**src/sv/parp_pkg.sv**
```systemverilog
`timescale 1ns / 1ps
`default_nettype none
package parp_pkg;

  localparam int unsigned Sessions = 64;
  localparam int unsigned IdxW = (Sessions > 1) ? $clog2(Sessions) : 1;
  localparam int unsigned CntW = $clog2(Sessions + 1);

  localparam int unsigned InW  = 224;
  localparam int unsigned OutW = 160;

  // item kinds carried on the input tuser
  localparam logic OpPacket     = 1'b0;
  localparam logic OpTableWrite = 1'b1;

  localparam logic [15:0] OpcRequest = 16'd1;
  localparam logic [15:0] OpcReply   = 16'd2;
  localparam logic [15:0] ProtoIpv4  = 16'h0800;
  localparam logic [7:0]  HwLenEth   = 8'd6;
  localparam logic [7:0]  ProtoLenIp = 8'd4;
  localparam logic [47:0] MacBcast   = 48'hFFFF_FFFF_FFFF;

  localparam int unsigned FlagValid   = 0;
  localparam int unsigned FlagActive  = 1;
  localparam int unsigned FlagPending = 2;

  localparam logic [1:0] CfgArpMode     = 2'd0;
  localparam logic [1:0] CfgPuntUnknown = 2'd1;
  localparam logic [1:0] CfgOwnMac      = 2'd2;

  localparam logic [1:0] ModeOff         = 2'd0;
  localparam logic [1:0] ModeUnknownOnly = 2'd1;
  localparam logic [1:0] ModeSessionMac  = 2'd2;
  localparam logic [1:0] ModeOwnMac      = 2'd3;

  typedef enum logic [1:0] {
    ActDrop  = 2'd0,
    ActReply = 2'd1,
    ActPunt  = 2'd2
  } action_e;

  // last field in the lowest bits
  typedef struct packed {
    logic [6:0]  pad;
    logic [2:0]  entry_flags;
    logic [5:0]  entry_index;
    logic [47:0] link_src_mac;
    logic [31:0] target_ip;
    logic [31:0] sender_ip;
    logic [47:0] sender_mac;
    logic [7:0]  proto_len;
    logic [7:0]  hw_len;
    logic [15:0] proto_type;
    logic [15:0] arp_opcode;
  } pkt_t;

  typedef struct packed {
    logic [31:0] reply_target_ip;
    logic [31:0] reply_sender_ip;
    logic [47:0] reply_sender_mac;
    logic [47:0] reply_dest_mac;
  } reply_t;

  typedef struct packed {
    logic capture;
    logic mem_write;
    logic scan_clear;
    logic scan_run;
    logic load_out;
  } cmd_t;

  typedef struct packed {
    logic is_write;
    logic pre_done;
    logic scan_done;
    logic out_free;
  } sts_t;

endpackage
`default_nettype wire

```
**src/sv/parp_ctrl.sv**
```systemverilog
`timescale 1ns / 1ps
`default_nettype none
module parp_ctrl (
  input  wire logic            clk_i,
  input  wire logic            rst_ni,
  input  wire logic            in_valid_i,
  output logic                 in_ready_o,
  input  wire parp_pkg::sts_t  sts_i,
  output parp_pkg::cmd_t       cmd_o
);

  localparam logic [1:0] StIdle   = 2'd0;
  localparam logic [1:0] StCheck  = 2'd1;
  localparam logic [1:0] StScan   = 2'd2;
  localparam logic [1:0] StFinish = 2'd3;

  logic [1:0] state_q, state_d;

  always_comb begin
    state_d    = state_q;
    cmd_o      = '0;
    in_ready_o = 1'b0;
    case (state_q)
      StIdle: begin
        in_ready_o    = 1'b1;
        cmd_o.capture = in_valid_i;
        if (in_valid_i) state_d = StCheck;
      end
      StCheck: begin
        if (sts_i.is_write) begin
          cmd_o.mem_write = 1'b1;
          state_d         = StFinish;
        end else if (sts_i.pre_done) begin
          state_d = StFinish;
        end else begin
          cmd_o.scan_clear = 1'b1;
          state_d          = StScan;
        end
      end
      StScan: begin
        cmd_o.scan_run = 1'b1;
        if (sts_i.scan_done) state_d = StFinish;
      end
      StFinish: begin
        if (sts_i.out_free) begin
          cmd_o.load_out = 1'b1;
          state_d        = StIdle;
        end
      end
      default: state_d = StIdle;
    endcase
  end

  always_ff @(posedge clk_i or negedge rst_ni) begin
    if (!rst_ni) begin
      state_q <= StIdle;
    end else begin
      state_q <= state_d;
    end
  end

endmodule
`default_nettype wire

```
**config.mk**
```make
export PLATFORM = sky130hd
export DESIGN_NAME = parp_ctrl
export DESIGN_NICKNAME = d
export VERILOG_FILES = /design/src/sv/parp_pkg.sv /design/src/sv/parp_ctrl.sv
export SDC_FILE = /design/constraint.sdc
export NUM_CORES = 1
export LEC_CHECK = 0
export ABC_AREA = 1
export CORE_AREA = 8 8 45 47
export CTS_BUF_LIST = sky130_fd_sc_hd__clkbuf_4
export CTS_CLUSTER_SIZE = 16
export DETAILED_ROUTE_END_ITERATION = 10
export DIE_AREA = 0 0 53 55
export DONT_BUFFER_PORTS = 1
export GPL_TIMING_DRIVEN = 0
export PLACE_DENSITY = 0.39
export SYNTH_ARGS = -nofsm -noshare
export SYNTH_HDL_FRONTEND = slang
export SYNTH_SLANG_ARGS = --single-unit
```
**constraint.sdc**
```tcl
create_clock -name clk_i -period 1.65 [get_ports clk_i]
set_clock_uncertainty 0.1 [all_clocks]
set_input_delay 0.33 -clock clk_i [delete_from_list [all_inputs] [get_ports clk_i]]
set_output_delay 0.33 -clock clk_i [all_outputs]
set_load 0.01 [all_outputs]
```
==> metrics.cfg <==
[run_status]
run_status = finished clean

[pwr]
finalPower_mw = 0.499
power.density_cell_area_nw_per_um2 = 1760
vdd_ir_drop_max_uv = 363
power_leakage_nw = 0.167

[timing]
fin_tns_setup_ps = 0
final_count_of_hold_timing_violations = 0
final.hold.worst_slack_ps = 239
setup_violations = 0
timing.final.crit_period_ps = 1540
tightest_slew_ps = 181
timing_max_transition_violations_final = 0
fmax_mhz = 647
slew-limit-headroom_pct = 87.9
crit_path_setup_slack_layout_ps = 105
rsz0062_at_grt = no
layout_worst_path_cycle_share_pct = 93.6

[final_layout]
registers.top_by_ff_count = state_q
insertedDiodeCount = 0
fin_cells = 51
largest_registers = state_q (2)
share_of_cells_above_drive_strength_1_pct = 31.4
largest_reg_flops = 2
area_growth_syn_to_layout_pct = 30.5
fillerInstances = 169
finish.net_count = 48

[die]
die_width_um = 53
rows = 14
floorplan.initialDensity_pct = 15.7
design.core.area_um2 = 1380
floorplan.die_area_um2 = 2920
dieHeight_um = 55
boundaryPins = 13

[yosys]
mappedNetlistArea_um2 = 218
synth.avg_cell_area_um2 = 7.02
total_of_flip_flops_plus_latches_after_synthesis = 2
synth_cell_type_count = 12
ys_warn_count = 0
syn_inst = 31
share_of_synthesized_area_occupied_by_flip_flops_and_latches_pct = 23.0
syn-num-nets = 42

[routing]
post_drt_via_cell_ratio = 3.57
route.detailed.drc = 0
route.detailed.wl_per_inst_um = 8.84
detail_route.wirelength_um = 451
detailroute.via_count = 182
dr.first_iter.drc_count = 1
firstDrtPassIters = 2
route.antenna.remaining_nets = 0

[cts]
htree_levels = 1
cts_root_buf = clkbuf_4
clkLatencyLatePin_ps = 220
clk_path_buf_depth = 2
cts.sink_count = 2
clock_tree_from_tritoncts = built
clkSlewWorstSetupHoldPaths_ps = 30
postCtsSetupBuffers = 0
cts_inserted_buffers = 3

[critical_path]
start_kind = flip-flop
r2r_slack_ps = 330
timing.critical_path.required_ps = 1220
type_of_the_worst_setup_path = reg -> out
worstSetupEndpointType = output port
critPathMaxFanout = 4
arrival_ps = 1110

[placement]
hpwl_um = 398
globalplace.congestion = 0.688
place.port_buffers = 0
dp_cells = 47
place_ws_ps = 167

[global_route]
grt_first_pass_wirelength_um = 807
first_global_vias = 207
antenna_found_initial = 0
grt_start_max_net_pins = 5
global_route.overflow_total = 0
global_route.usage.total_pct = 3.94

[job]
reported_max_cap_violation_count = 0

[hold_path]
min-delay-path-class = in -> async

==> cell usage after synthesis, drive strengths merged <==
| master | instances | area share [%] |
|---|---|---|
| nor3 | 1 | 2.3 |
| dfrtp | 2 | 23 |
| o21bai | 1 | 3.4 |
| ha | 4 | 23 |
| nor2 | 3 | 5.2 |
| nand3 | 1 | 4.6 |
| a21oi | 2 | 4.6 |
| nand2 | 7 | 16 |
| or2 | 1 | 2.9 |
| clkinv | 1 | 1.7 |
| inv | 8 | 14 |
==> kinds of logic (layout without fill, tap and decap cells) <==
logic type | count (synthesis) | count (layout) | synth area share [%]
AND/OR/NAND/NOR | 13 | 13 | 30.5
buffers and inverters | 9 | 13 | 15.5
flip-flops | 2 | 2 | 23.0
adder cells (fa/ha/maj) | 4 | 4 | 23.0
AO/OA/AOI/OAI | 3 | 3 | 8.05
==> critical path: stages, from the launching register on <==
cell and delay [ps]:
dfrtp_1 400, inv_2 90, ha_2 240, nand2_1 60, inv_1 100
==> layer usage <==
layer / vias up / routed length [um] / global-route usage, %
met3: 0 / 54 / 3.21
met1: 76 / 207 / 4.11
met2: 8 / 189 / 5.27
met5: - / 0 / 0
met4: 0 / 0 / 2.59
li1: 98 / - / -
==> metrics by stage <==
stage,util [%],area [um2]
2_1_floorplan,-,218
3_3_place_gp,17.2,238
3_5_place_dp,17.2,238
4_1_cts,20.1,278
5_1_grt,20.5,284
6_report,20.5,284
==> where the power goes <==
| group | switching, mW | internal [mW] |
|---|---|---|
| combinational | 0.173 | 0.113 |
| sequential | 0.0283 | 0.0775 |
| clock | 0.0263 | 0.0801 |
| total | 0.228 | 0.271 |
==> worst paths after layout <==
kind                             from    endpoint  depth (start not counted)
hold / removal                 rst_ni  state_q[1]                          1
min in group clk_i           sts_i[1]  state_q[1]                          4
setup reg to reg           state_q[0]  state_q[0]                          6
setup / recovery           state_q[1]    cmd_o[4]                          4
hold reg to reg            state_q[1]  state_q[1]                          2
max in group asynchronous      rst_ni  state_q[0]                          1
==> repair_timing <==
action / 4_1_cts / 5_1_grt
gates cloned: 0 / 0
pin swaps: 0 / 0
hold buffers: 1 / 0
hold endpoints to repair: 2 / 0
gates resized for setup: 2 / 3
endpoints found under the setup margin: 2 / 2
==> layout make-up <==
cell class / instances / area [um2] / share of cell area (%)
inverter: 9 / 33.8 / 11.9
sequential: 2 / 50.0 / 17.6
tap: 16 / 20.0 / 7.05
timing repair buffer: 1 / 10.0 / 3.52
multi-input combinational: 20 / 148 / 52.0
clock buffer: 3 / 22.5 / 7.93
==> layout by cell type (no fill, tap or decap) <==
cell / count
dfrtp_1: 2
inv_2: 2
ha_1: 3
dlygate4sd3_1: 1
nor2_1: 3
or2_0: 1
nor3_4: 1
inv_1: 7
clkbuf_4: 3
nand3_2: 1
nand2_2: 3
o21bai_1: 1
a21oi_1: 2
nand2_1: 4
ha_2: 1
Note: power is estimated with default switching activity, not from simulation.
